## config.mk

```make
export PLATFORM = sky130hd
export DESIGN_NAME = vessel_mode_and_homing_controller_unit
export DESIGN_NICKNAME = d
export VERILOG_FILES = /design/src/rtl/vmh_pkg.sv /design/src/rtl/vmh_homing.sv /design/src/rtl/vessel_mode_and_homing_controller_unit.sv
export SDC_FILE = /design/constraint.sdc
export NUM_CORES = 1
export LEC_CHECK = 0
export BUFFER_PORTS_ARGS = -buffer_cell sky130_fd_sc_hd__buf_2
export CORE_MARGIN = 4
export CORE_UTILIZATION = 40
export DETAILED_ROUTE_END_ITERATION = 7
export HOLD_SLACK_MARGIN = 0.05
export PLACE_DENSITY = 0.67
export SLEW_MARGIN = 0
export SYNTH_ARGS = -nofsm -noshare
export SYNTH_HDL_FRONTEND = slang
export SYNTH_HIERARCHICAL = 1
export SYNTH_SLANG_ARGS = --single-unit
```

## constraint.sdc

```tcl
create_clock -name aclk -period 13.87 [get_ports aclk]
set_input_delay 0.6935 -clock aclk [delete_from_list [all_inputs] [get_ports aclk]]
set_output_delay 0.6935 -clock aclk [all_outputs]
set_load 0.02 [all_outputs]
```

## src/rtl/vmh_pkg.sv

```systemverilog
package vmh_pkg;

    typedef enum logic [1:0] {
        MODE_MANUAL = 2'd0,
        MODE_HOLD   = 2'd1,
        MODE_ALARM  = 2'd2
    } mode_t;

    typedef enum logic [1:0] {
        SUB_DRIFT  = 2'd0,
        SUB_ALIGN  = 2'd1,
        SUB_RETURN = 2'd2
    } sub_t;

    typedef enum logic [1:0] {
        OP_NONE   = 2'd0,
        OP_MANUAL = 2'd1,
        OP_HOLD   = 2'd2,
        OP_ALARM  = 2'd3
    } op_t;

    localparam int CFG_IDX_W = 4;

    typedef enum logic [CFG_IDX_W-1:0] {
        REG_STATUS_INTERVAL = 4'd0,
        REG_HOLD_TIMEOUT    = 4'd1,
        REG_MANUAL_MIN      = 4'd2,
        REG_MANUAL_MAX      = 4'd3,
        REG_HOLD_MIN        = 4'd4,
        REG_HOLD_MAX        = 4'd5,
        REG_DEPART_DIST     = 4'd6,
        REG_ARRIVE_DIST     = 4'd7
    } reg_idx_t;

    localparam int THRUST_W = 7;
    localparam int ANGLE_W  = 12;

    typedef struct packed {
        logic signed [THRUST_W-1:0] left;
        logic signed [THRUST_W-1:0] right;
        logic                       valid;
    } thrust_t;

    localparam logic [31:0] SIGNAL_LOSS_MS = 32'd1000;
    localparam logic [ANGLE_W-1:0] ALIGN_LIMIT_DDEG = 12'd900;
    localparam logic [ANGLE_W-1:0] ON_COURSE_DDEG   = 12'd150;

    localparam logic signed [THRUST_W-1:0] THRUST_ZERO  = 7'sd0;
    localparam logic signed [THRUST_W-1:0] THRUST_ALIGN = 7'sd26;
    localparam logic signed [THRUST_W-1:0] THRUST_CRUISE = 7'sd25;
    localparam logic signed [THRUST_W-1:0] THRUST_FULL  = 7'sd50;

    localparam logic [31:0] RST_STATUS_INTERVAL = 32'd30000;
    localparam logic [31:0] RST_HOLD_TIMEOUT    = 32'd30000;
    localparam logic [15:0] RST_MANUAL_MIN      = 16'd800;
    localparam logic [15:0] RST_MANUAL_MAX      = 16'd1000;
    localparam logic [15:0] RST_HOLD_MIN        = 16'd1800;
    localparam logic [15:0] RST_HOLD_MAX        = 16'd2100;
    localparam logic [15:0] RST_DEPART_DIST     = 16'd100;
    localparam logic [15:0] RST_ARRIVE_DIST     = 16'd40;

endpackage

```

## src/rtl/vmh_homing.sv

```systemverilog
module vmh_homing (
    input  vmh_pkg::sub_t             substate,
    input  logic [15:0]               distance_dm,
    input  logic [vmh_pkg::ANGLE_W-1:0] bearing_ddeg,
    input  logic [vmh_pkg::ANGLE_W-1:0] heading_ddeg,
    input  logic [15:0]               depart_distance,
    input  logic [15:0]               arrive_distance,
    output vmh_pkg::sub_t             substate_next,
    output vmh_pkg::thrust_t          thrust
);
    import vmh_pkg::*;

    logic signed [ANGLE_W:0] diff;
    logic signed [ANGLE_W:0] diff_neg;
    logic [ANGLE_W-1:0]      mag;
    logic                    turn_pos;

    // plain difference, no wrap at 360 degrees
    assign diff     = $signed({1'b0, bearing_ddeg}) - $signed({1'b0, heading_ddeg});
    assign diff_neg = -diff;
    assign mag      = diff[ANGLE_W] ? diff_neg[ANGLE_W-1:0] : diff[ANGLE_W-1:0];
    assign turn_pos = (heading_ddeg < bearing_ddeg);

    always_comb begin
        substate_next = substate;
        thrust.valid  = 1'b1;
        thrust.left   = THRUST_ZERO;
        thrust.right  = THRUST_ZERO;
        unique case (substate)
            SUB_DRIFT: begin
                if (distance_dm > depart_distance) begin
                    substate_next = SUB_ALIGN;
                end
            end
            SUB_ALIGN: begin
                if (mag <= ALIGN_LIMIT_DDEG) begin
                    substate_next = SUB_RETURN;
                end else if (turn_pos) begin
                    thrust.left  = THRUST_ALIGN;
                    thrust.right = THRUST_ALIGN;
                end else begin
                    thrust.left  = -THRUST_ALIGN;
                    thrust.right = -THRUST_ALIGN;
                end
            end
            default: begin
                if (mag <= ON_COURSE_DDEG) begin
                    thrust.left  = THRUST_CRUISE;
                    thrust.right = -THRUST_CRUISE;
                end else if (turn_pos) begin
                    thrust.left  = THRUST_FULL;
                    thrust.right = -THRUST_CRUISE;
                end else begin
                    thrust.left  = THRUST_CRUISE;
                    thrust.right = -THRUST_FULL;
                end
                // a large angle error wins over arrival
                if (mag > ALIGN_LIMIT_DDEG) begin
                    substate_next = SUB_ALIGN;
                end else if (distance_dm <= arrive_distance) begin
                    substate_next = SUB_DRIFT;
                end
            end
        endcase
    end

endmodule

```

## src/rtl/vessel_mode_and_homing_controller_unit.sv

```systemverilog
// Vessel mode and homing controller.
// One transaction on the s_ stream is one control tick: RC pulse width, time
// stamps, receiver and sensor flags, distance and angles to home, and in
// s_tuser a forced-mode operation. Each tick yields exactly one transaction
// on the m_ stream with the new mode, hold substate, thruster pair and the
// event strobes (save home, water alert, alarm status).
// The cfg_ channel writes the timing, pulse-window and distance registers;
// write only while no tick is in flight. cfg_ready is always high, and an
// index past the last register is accepted and dropped.
// There are two register stages, the input register and the result register;
// m_tvalid is the valid flag of the result register.
// All tick logic sits between the input and result registers and the
// mode, substate and time stamps update at the same edge that loads the
// result, so with m_tready high one tick per cycle is sustained back to back.
// If the receiver stalls, the result register holds and the input register
// still takes one more tick; s_tready drops only when both are full.
// Reset (aresetn low, synchronous) empties both stages, puts the vessel in
// manual mode, drifting, with both time stamps at zero, and restores the
// register defaults.
module vessel_mode_and_homing_controller_unit (
    input  logic                          aclk,
    input  logic                          aresetn,
    // input stream
    input  logic                          s_tvalid,
    output logic                          s_tready,
    // pulse_width_us[15:0], now_ms[47:16], last_signal_ms[79:48], gnss_fix[80],
    // controller_connected[81], water_detected[82], distance_dm[98:83],
    // bearing_ddeg[110:99], heading_ddeg[122:111], zero[127:123]
    input  logic [127:0]                  s_tdata,
    // operation[1:0]
    input  logic [1:0]                    s_tuser,
    // result stream
    output logic                          m_tvalid,
    input  logic                          m_tready,
    // mode[1:0], substate[3:2], thrust_left[10:4], thrust_right[17:11],
    // thrust_valid[18], manual_drive[19], save_position[20],
    // send_water_alert[21], send_status[22], zero[23]
    output logic [23:0]                   m_tdata,
    // configuration writes
    input  logic                          cfg_valid,
    output logic                          cfg_ready,
    input  logic [vmh_pkg::CFG_IDX_W-1:0] cfg_index,
    input  logic [31:0]                   cfg_data
);
    import vmh_pkg::*;

    // ---------------- configuration registers ----------------
    logic [31:0] status_interval_reg, hold_timeout_reg;
    logic [15:0] manual_min_reg, manual_max_reg, hold_min_reg, hold_max_reg;
    logic [15:0] depart_dist_reg, arrive_dist_reg;

    assign cfg_ready = 1'b1;

    always_ff @(posedge aclk) begin
        if (!aresetn) begin
            status_interval_reg <= RST_STATUS_INTERVAL;
            hold_timeout_reg    <= RST_HOLD_TIMEOUT;
            manual_min_reg      <= RST_MANUAL_MIN;
            manual_max_reg      <= RST_MANUAL_MAX;
            hold_min_reg        <= RST_HOLD_MIN;
            hold_max_reg        <= RST_HOLD_MAX;
            depart_dist_reg     <= RST_DEPART_DIST;
            arrive_dist_reg     <= RST_ARRIVE_DIST;
        end else if (cfg_valid && cfg_ready) begin
            case (reg_idx_t'(cfg_index))
                REG_STATUS_INTERVAL: status_interval_reg <= cfg_data;
                REG_HOLD_TIMEOUT:    hold_timeout_reg    <= cfg_data;
                REG_MANUAL_MIN:      manual_min_reg      <= cfg_data[15:0];
                REG_MANUAL_MAX:      manual_max_reg      <= cfg_data[15:0];
                REG_HOLD_MIN:        hold_min_reg        <= cfg_data[15:0];
                REG_HOLD_MAX:        hold_max_reg        <= cfg_data[15:0];
                REG_DEPART_DIST:     depart_dist_reg     <= cfg_data[15:0];
                REG_ARRIVE_DIST:     arrive_dist_reg     <= cfg_data[15:0];
                default: ;
            endcase
        end
    end

    // ---------------- pipeline control ----------------
    logic in_valid_reg, out_valid_reg;
    logic advance;      // result register can load this cycle
    logic fire;         // a tick moves from input register to result register

    assign advance  = !out_valid_reg || m_tready;
    assign fire     = in_valid_reg && advance;
    assign s_tready = !in_valid_reg || advance;
    assign m_tvalid = out_valid_reg;

    always_ff @(posedge aclk) begin
        if (!aresetn) begin
            in_valid_reg  <= 1'b0;
            out_valid_reg <= 1'b0;
        end else begin
            if (s_tready) begin
                in_valid_reg <= s_tvalid;
            end
            if (advance) begin
                out_valid_reg <= in_valid_reg;
            end
        end
    end

    // ---------------- input register ----------------
    op_t         op_reg;
    logic [15:0] pulse_reg;
    logic [31:0] now_reg, last_sig_reg;
    logic        fix_reg, ctrl_reg, water_reg;
    logic [15:0] dist_reg;
    logic [ANGLE_W-1:0] bearing_reg, heading_reg;

    always_ff @(posedge aclk) begin
        if (s_tvalid && s_tready) begin
            op_reg       <= op_t'(s_tuser);
            pulse_reg    <= s_tdata[15:0];
            now_reg      <= s_tdata[47:16];
            last_sig_reg <= s_tdata[79:48];
            fix_reg      <= s_tdata[80];
            ctrl_reg     <= s_tdata[81];
            water_reg    <= s_tdata[82];
            dist_reg     <= s_tdata[98:83];
            bearing_reg  <= s_tdata[110:99];
            heading_reg  <= s_tdata[122:111];
        end
    end

    // ---------------- controller state ----------------
    mode_t       mode_reg, mode_next;
    sub_t        sub_reg, sub_next;
    logic [31:0] hold_entry_reg, hold_entry_next;
    logic [31:0] last_status_reg, last_status_next;

    always_ff @(posedge aclk) begin
        if (!aresetn) begin
            mode_reg        <= MODE_MANUAL;
            sub_reg         <= SUB_DRIFT;
            hold_entry_reg  <= '0;
            last_status_reg <= '0;
        end else if (fire) begin
            mode_reg        <= mode_next;
            sub_reg         <= sub_next;
            hold_entry_reg  <= hold_entry_next;
            last_status_reg <= last_status_next;
        end
    end

    // ---------------- forced mode, pulse windows, stops and alarms ----------------
    mode_t       mode_a, mode_b, mode_c;
    sub_t        sub_a, sub_b, sub_c;
    logic [31:0] he_a, he_b, ls_a, ls_c;
    logic        save_b, water_c, loss_c;
    logic        in_manual_win, in_hold_win;
    logic [31:0] sig_age, hold_age;

    assign in_manual_win = (pulse_reg >= manual_min_reg) && (pulse_reg <= manual_max_reg);
    assign in_hold_win   = (pulse_reg >= hold_min_reg) && (pulse_reg <= hold_max_reg);
    assign sig_age       = now_reg - last_sig_reg;

    always_comb begin
        // forced operation
        mode_a = mode_reg;
        sub_a  = sub_reg;
        he_a   = hold_entry_reg;
        ls_a   = last_status_reg;
        save_b = 1'b0;
        if (op_reg == OP_MANUAL && mode_reg != MODE_MANUAL) begin
            mode_a = MODE_MANUAL;
            sub_a  = SUB_DRIFT;
        end else if (op_reg == OP_HOLD && mode_reg != MODE_HOLD) begin
            save_b = (mode_reg == MODE_MANUAL) && fix_reg;
            mode_a = MODE_HOLD;
            he_a   = now_reg;
        end else if (op_reg == OP_ALARM && mode_reg != MODE_ALARM) begin
            mode_a = MODE_ALARM;
            sub_a  = SUB_DRIFT;
            ls_a   = now_reg;
        end

        // pulse windows; the hold window is still tested when already manual
        mode_b = mode_a;
        sub_b  = sub_a;
        he_b   = he_a;
        if (in_manual_win && mode_a != MODE_MANUAL) begin
            mode_b = MODE_MANUAL;
            sub_b  = SUB_DRIFT;
        end else if (in_hold_win && mode_a != MODE_HOLD) begin
            if (mode_a == MODE_MANUAL && fix_reg) begin
                save_b = 1'b1;
            end
            mode_b = MODE_HOLD;
            he_b   = now_reg;
        end
    end

    assign hold_age = now_reg - he_b;

    always_comb begin
        // signal loss stops the thrusters in manual mode
        loss_c = (mode_b == MODE_MANUAL) && (pulse_reg == 16'd0) && (sig_age > SIGNAL_LOSS_MS);
        mode_c  = mode_b;
        sub_c   = sub_b;
        ls_c    = ls_a;
        water_c = 1'b0;
        // hold timeout, then water; both end in alarm
        if (mode_b == MODE_HOLD && (hold_age >= hold_timeout_reg || water_reg)) begin
            // a timeout leaves hold first, so the water check no longer fires
            water_c = water_reg && (hold_age < hold_timeout_reg);
            mode_c  = MODE_ALARM;
            sub_c   = SUB_DRIFT;
            ls_c    = now_reg;
        end
    end

    // ---------------- homing ----------------
    sub_t    home_sub;
    thrust_t home_thrust;

    vmh_homing u_homing (
        .substate        (sub_c),
        .distance_dm     (dist_reg),
        .bearing_ddeg    (bearing_reg),
        .heading_ddeg    (heading_reg),
        .depart_distance (depart_dist_reg),
        .arrive_distance (arrive_dist_reg),
        .substate_next   (home_sub),
        .thrust          (home_thrust)
    );

    // ---------------- per-mode action ----------------
    thrust_t     thrust_d;
    logic        manual_drive_d, save_d, status_d;
    logic [31:0] status_age;

    assign status_age = now_reg - ls_c;

    always_comb begin
        mode_next        = mode_c;
        sub_next         = sub_c;
        hold_entry_next  = he_b;
        last_status_next = ls_c;
        thrust_d.valid   = loss_c;
        thrust_d.left    = THRUST_ZERO;
        thrust_d.right   = THRUST_ZERO;
        manual_drive_d   = 1'b0;
        save_d           = save_b;
        status_d         = 1'b0;
        unique case (mode_c)
            MODE_MANUAL: begin
                manual_drive_d = 1'b1;
                // remote gone: hold here and remember this spot
                if (!ctrl_reg) begin
                    mode_next       = MODE_HOLD;
                    hold_entry_next = now_reg;
                    save_d          = 1'b1;
                end
            end
            MODE_HOLD: begin
                // water already sent the vessel to alarm, so none is seen here
                sub_next = home_sub;
                thrust_d = home_thrust;
            end
            default: begin
                if (status_age >= status_interval_reg) begin
                    status_d         = 1'b1;
                    last_status_next = now_reg;
                end
            end
        endcase
    end

    // ---------------- result register ----------------
    logic [23:0] out_data_reg;

    always_ff @(posedge aclk) begin
        if (fire) begin
            out_data_reg <= {1'b0, status_d, water_c, save_d, manual_drive_d,
                             thrust_d.valid, thrust_d.right, thrust_d.left,
                             sub_next, mode_next};
        end
    end

    assign m_tdata = out_data_reg;

    // ---------------- assertions ----------------
    // the substate only moves away from drifting while holding position
    a_sub_drift_outside_hold: assert property (@(posedge aclk) disable iff (!aresetn)
        mode_reg != MODE_HOLD |-> sub_reg == SUB_DRIFT)
        else $error("substate left drifting outside hold mode");

    // a water alert always lands in alarm mode
    a_water_alarm: assert property (@(posedge aclk) disable iff (!aresetn)
        out_valid_reg && out_data_reg[21] |-> out_data_reg[1:0] == MODE_ALARM)
        else $error("water alert without alarm mode");

    // manual driving excludes alarm events in the same tick
    a_manual_no_alarm: assert property (@(posedge aclk) disable iff (!aresetn)
        out_valid_reg && out_data_reg[19] |-> !out_data_reg[21] && !out_data_reg[22])
        else $error("manual drive together with an alarm event");

    // a tick that leaves the input register updates the controller state
    a_state_follows: assert property (@(posedge aclk) disable iff (!aresetn)
        fire |=> mode_reg == $past(mode_next) && sub_reg == $past(sub_next))
        else $error("controller state not updated by a tick");

endmodule

```

==> impl_metrics.env, run 1 <==
export IMPL_cts_buffers_inserted=43
export IMPL_min_path_type="input port to flop"
export IMPL_place_congestion=0.886
export IMPL_final_setup_tns_ns=0
export IMPL_vias=19800
export IMPL_grt_max_degree=97
export IMPL_final_common_cell="nand2_1"
export IMPL_placed_area_mm2=0.0257
export IMPL_start_util_pct=40.7
export IMPL_area_delta_synth_final_pct=12.6
export IMPL_hold_path_depth=1
export IMPL_avgRoutedWirePerCell_um=17.4
export IMPL_avgSynthCellArea_um2=8.80
export IMPL_multi_input_area_mm2=0.0137
export IMPL_worstHoldStart="s_tdata[3]"
export IMPL_grt_setup_unrepaired="false"
export IMPL_syn_num_nets=3195
export IMPL_dp_cells=3612
export IMPL_drc_errors=0
export IMPL_firstDrtPassIters=7
export IMPL_ioPinCount=198
export IMPL_num_rows=89
export IMPL_cts_max_level=2
export IMPL_place_detailed_hpwl_um=47400
export IMPL_fillers=5802
export IMPL_mappedNetlistArea_mm2=0.0242
export IMPL_synth_distinct_cells=96
export IMPL_slew_violations=0
export IMPL_antenna_found_initial=8
export IMPL_critPathLaunchType="flop"
export IMPL_reg2reg_depth=57
export IMPL_drive_gt1_share_pct=10.8
export IMPL_io_buffers=190
export IMPL_seq_area_frac_synth_pct=37.4
export IMPL_dieArea_mm2=0.0645
export IMPL_rrSetupSlack_ns=0.94
export IMPL_clock_latency_ns=0.61
export IMPL_ctsHoldBuffers=0
export IMPL_cp_slowest_cell="or4_1"
export IMPL_critPathKind="flop to flop"
export IMPL_die_w_um=254
export IMPL_clkTransAtPathRegs_ns=0.06
export IMPL_syn_inst=2751
export IMPL_setup_viol=0
export IMPL_whs_endpoint="pulse_reg[3]$_DFFE_PP_"
export IMPL_crit_start="pulse_reg[0]$_DFFE_PP_"
export IMPL_fin_cells=3693
export IMPL_yosysWarnings=6
export IMPL_worst_r2r_endpoint="last_status_reg[10]$_SDFFE_PN0P_"
export IMPL_p_per_area_mw_per_mm2=122
export IMPL_ant_nets=0
export IMPL_grt_pass1_vias=18300
export IMPL_leakage_nw=11.2
export IMPL_drt_iter0_markers=1222
export IMPL_slowest_delay_ns=0.68
export IMPL_max_cap_violations=0
export IMPL_synth_async_sr_flop_share_pct=0
export IMPL_fin_crit_ns=12.93
export IMPL_grt_pass1_wl_um=99600
export IMPL_finClkSkew_ns=0.0311
export IMPL_post_route_period_util_pct=93.2
export IMPL_cp_data_required_time_ns=14.38
export IMPL_outcome="complete, no violations"
export IMPL_rr_startpoint="pulse_reg[0]$_DFFE_PP_"
export IMPL_ys_ff_latch=378
export IMPL_cts_max_path_buffers=3
export IMPL_endpoint_kind="flop"
export IMPL_placeableCoreArea_mm2=0.0595
export IMPL_fin_nets=3329
export IMPL_relSlewSlack_pct=16.5
export IMPL_hold_violations=0
export IMPL_synth_edf_count=148
export IMPL_die_h_um=254
export IMPL_synth_ff_type="dfxtp_1"
export IMPL_grt_use_total_pct=19.2
export IMPL_overflow=0
export IMPL_cts_root_buffer="clkbuf_16"
export IMPL_cts_tree="built"
export IMPL_critical_path_max_fanout=64
export IMPL_drt_total_wl_um=64300
export IMPL_cts_sinks=378
export IMPL_seqCellArea_mm2=0.00905
export IMPL_viasPerCell=5.36
export IMPL_final_cell_area_mm2=0.0273
export IMPL_tightest_slew_ns=1.24
export IMPL_cp_data_arrival_time_ns=13.44
export IMPL_ir_worst_vdd_v=0.0000835
export IMPL_layout_common_cells="nand2_1 (423), ha_1 (269), a21oi_1 (263)"
export IMPL_max_clock_freq_mhz=77.4
layout make-up:
type | count | area share (%)
multi-input cells | 2010 | 50.4
flip-flops and latches | 378 | 33.2
clock buffers | 61 | 4.58
repair buffers | 208 | 4.08
well taps | 773 | 3.55
inverters | 244 | 3.36
clock inverters | 16 | 0.789
diodes | 3 | 0.0275
cells by family (layout without fill, tap and decap cells):
kind of cell,Yosys count,count (layout),share of synthesized area [%]
simple gates,862,862,16.7
compound gates,696,696,18.5
flops,378,378,37.4
buf+inv,363,529,6.14
fa+ha+maj,273,273,14.2
mux,100,100,4.14
xor+xnor,76,76,2.78
other cells,3,6,0.0465
synthesized netlist by cell type, types with 25 or more instances:
cell / count / area (um2)
xnor2_1: 50 / 438
o21ai_0: 68 / 340
nand2b_1: 32 / 200
dfxtp_1: 230 / 4600
and3_1: 25 / 156
nor3_1: 25 / 125
xor2_1: 25 / 219
o211ai_1: 50 / 375
nand2_1: 423 / 1590
nor2b_1: 59 / 369
o21a_1: 40 / 300
edfxtp_1: 148 / 4440
ha_1: 269 / 3370
nor2_1: 98 / 368
nand4_1: 42 / 263
o21ai_1: 38 / 190
a21o_1: 59 / 443
inv_1: 243 / 912
a211oi_1: 27 / 203
clkbuf_1: 70 / 263
a21oi_1: 263 / 1320
mux2i_1: 99 / 991
nand3_1: 79 / 395
through the flow:
stage | utilization [%] | hold WS, ns | worst slack, ns | power (mW)
2_1_floorplan | - | 0.428 | 2.55 | 1.91
3_3_place_gp | 43.3 | 0.437 | 0.852 | 2.14
3_5_place_dp | 43.3 | 0.443 | 0.613 | 2.14
4_1_cts | 45.7 | 0.232 | 0.531 | 3.34
5_1_grt | 45.8 | 0.245 | 0.0154 | 3.50
6_report | 45.8 | 0.261 | 0.943 | 3.32
routing by layer:
metal / up-vias / GRT usage, % / share of wire, %
li1: 10000 / - / -
met3: 64 / 3.20 / 5.6
met2: 428 / 32.6 / 47
met5: - / 0 / 0.087
met4: 10 / 3.59 / 1.5
met1: 9246 / 26.1 / 45
critical path: cells and delay by family (launching register included):
family	cells	cell delay, ns
AO/OA/AOI/OAI	28	6.12
XOR/XNOR	2	0.37
adder cells (fa/ha/maj)	7	1.96
buffers and inverters	7	1.10
flip-flops	1	0.45
multiplexers	1	0.26
AND/OR/NAND/NOR	12	2.49
worst max path at each step:
stage / to / slack, ns / cells after the start
floorplan: last_status_reg[10]$_SDFFE_PN0P_ / 2.55 / 53
global placement: last_status_reg[1]$_SDFFE_PN0P_ / 0.85 / 56
detailed placement: last_status_reg[10]$_SDFFE_PN0P_ / 0.61 / 56
CTS: last_status_reg[18]$_SDFFE_PN0P_ / 0.53 / 55
global route: last_status_reg[18]$_SDFFE_PN0P_ / 0.02 / 56
finish: last_status_reg[10]$_SDFFE_PN0P_ / 0.94 / 57
repair_timing:
action	in CTS	in global routing
setup endpoints to repair	0	33
gates resized for setup	0	10
setup buffers	0	1
report_power, final:
group	total, mW	switching (mW)	internal, mW
logic	0.892	0.524	0.367
registers	1.24	0.0374	1.20
clock network	1.19	0.496	0.691
(Power assumes the default switching activity.)
==> run 2: changes to the inputs <==
--- a/config.mk
+++ b/config.mk
@@ -10,7 +10,6 @@
 export CORE_UTILIZATION = 40
 export DETAILED_ROUTE_END_ITERATION = 7
 export HOLD_SLACK_MARGIN = 0.05
-export PLACE_DENSITY = 0.67
 export SLEW_MARGIN = 0
 export SYNTH_ARGS = -nofsm -noshare
 export SYNTH_HDL_FRONTEND = slang
==> impl_metrics.env, run 2 (synthesized netlist as in run 1, its figures left out) <==
export IMPL_dieArea_mm2=0.0645
export IMPL_outcome="complete, no violations"
export IMPL_grt_use_total_pct=20.5
export IMPL_grt_max_degree=117
export IMPL_ctsHoldBuffers=0
export IMPL_final_setup_tns_ns=0
export IMPL_die_w_um=254
export IMPL_cts_root_buffer="clkbuf_16"
export IMPL_viasPerCell=5.44
export IMPL_max_cap_violations=0
export IMPL_p_per_area_mw_per_mm2=122
export IMPL_cp_data_required_time_ns=14.38
export IMPL_cp_slowest_cell="or4_1"
export IMPL_drt_total_wl_um=68200
export IMPL_placed_area_mm2=0.0259
export IMPL_ir_worst_vdd_v=0.0000914
export IMPL_cts_max_path_buffers=3
export IMPL_die_h_um=254
export IMPL_cts_max_level=2
export IMPL_post_route_period_util_pct=93.5
export IMPL_hold_violations=0
export IMPL_critPathLaunchType="flop"
export IMPL_vias=20200
export IMPL_critPathMostFrequentCell="buf_4"
export IMPL_critPathKind="flop to flop"
export IMPL_cts_buffers_inserted=45
export IMPL_placeableCoreArea_mm2=0.0595
export IMPL_cts_sinks=378
export IMPL_place_detailed_hpwl_um=51000
export IMPL_start_util_pct=40.7
export IMPL_endpoint_kind="flop"
export IMPL_cts_tree="built"
export IMPL_critical_path_max_fanout=64
export IMPL_grt_pass1_vias=19800
export IMPL_slew_violations=0
export IMPL_place_congestion=0.892
export IMPL_rrSetupSlack_ns=0.90
export IMPL_max_clock_freq_mhz=77.1
export IMPL_slowest_delay_ns=0.68
export IMPL_layout_common_cells="nand2_1 (423), ha_1 (269), a21oi_1 (263)"
export IMPL_cp_data_arrival_time_ns=13.48
export IMPL_drt_iter0_markers=1134
export IMPL_setup_viol=0
export IMPL_fin_total_pwr_mw=3.34
export IMPL_clock_latency_ns=0.59
export IMPL_holdWs_ns=0.276
export IMPL_tightest_slew_ns=1.26
export IMPL_antenna_found_initial=4
export IMPL_multi_input_area_mm2=0.0137
export IMPL_clkTransAtPathRegs_ns=0.06
export IMPL_area_delta_synth_final_pct=13.2
export IMPL_io_buffers=190
export IMPL_ioPinCount=198
export IMPL_ant_nets=0
export IMPL_fin_nets=3352
export IMPL_fillers=5733
export IMPL_fin_crit_ns=12.97
export IMPL_firstDrtPassIters=6
export IMPL_finClkSkew_ns=0.0138
export IMPL_overflow=0
export IMPL_final_common_cell="nand2_1"
export IMPL_leakage_nw=11.3
export IMPL_seqCellArea_mm2=0.00905
export IMPL_final_cell_area_mm2=0.0274
export IMPL_grt_pass1_wl_um=106000
export IMPL_relSlewSlack_pct=15.8
export IMPL_drc_errors=0
export IMPL_num_rows=89
export IMPL_avgRoutedWirePerCell_um=18.3
export IMPL_grt_setup_unrepaired="false"
export IMPL_min_path_type="input port to flop"
export IMPL_drive_gt1_share_pct=11.6
[run 2: cell types whose count changed in the layout (fill, tap and decap cells not counted), moves of 2 or more]
cell,previous run,this run
a211oi_1,25,27
a211oi_2,5,3
buf_4,17,38
clkbuf_2,0,2
clkinv_1,4,6
clkinv_2,4,6
clkinv_4,1,4
[run 2: repair_timing]
action,in CTS,in global routing
endpoints found under the setup margin,0,33
resized for setup,0,8
setup buffers,0,2
[run 2: layer usage]
layer  track usage [%]  routed length, um
met1              27.8              31400
met2              33.4              31000
met3              3.35               3630
met4              7.02               2180
met5                 0                 13
[run 2: report_power, final]
| group | internal [mW] | switching [mW] |
|---|---|---|
| sequential | 1.20 | 0.0377 |
| clock | 0.672 | 0.495 |
| combinational | 0.383 | 0.547 |
| total | 2.26 | 1.08 |
[run 2: final timing paths]
| check | cells after the start | to | startpoint |
|---|---|---|---|
| worst min register to register | 2 | last_status_reg[4]$_SDFFE_PN0P_ | last_status_reg[4]$_SDFFE_PN0P_ |
| worst min-delay path | 1 | last_sig_reg[4]$_DFFE_PP_ | s_tdata[52] |
| worst max-delay path | 57 | last_status_reg[6]$_SDFFE_PN0P_ | pulse_reg[9]$_DFFE_PP_ |
| worst max register to register | 57 | last_status_reg[6]$_SDFFE_PN0P_ | pulse_reg[9]$_DFFE_PP_ |
[run 2: area by class of cell]
cell class                      count  area share, %
Multi-Input combinational cell   2010           50.2
Sequential cell                   378           33.0
Timing Repair Buffer              229           4.64
Clock buffer                       62           4.55
Tap cell                          773           3.53
Inverter                          244           3.35
Clock inverter                     22          0.712
Antenna cell                        3         0.0274
[run 2: worst max-delay path: cells and delay by family, from the launching register on]
kind	cells	cell delay, ns
mux	2	0.59
flops	1	0.55
simple gates	9	2.15
xor+xnor	2	0.40
compound gates	29	6.06
buf+inv	9	1.52
fa+ha+maj	6	1.53
[run 2: metrics by stage]
stage	utilization [%]	cells	worst slack, ns
2_1_floorplan	-	2751	2.55
3_3_place_gp	43.5	3632	0.755
3_5_place_dp	43.5	3632	0.563
4_1_cts	46.0	3716	0.536
5_1_grt	46.1	3719	0.000172
6_report	46.1	3721	0.899
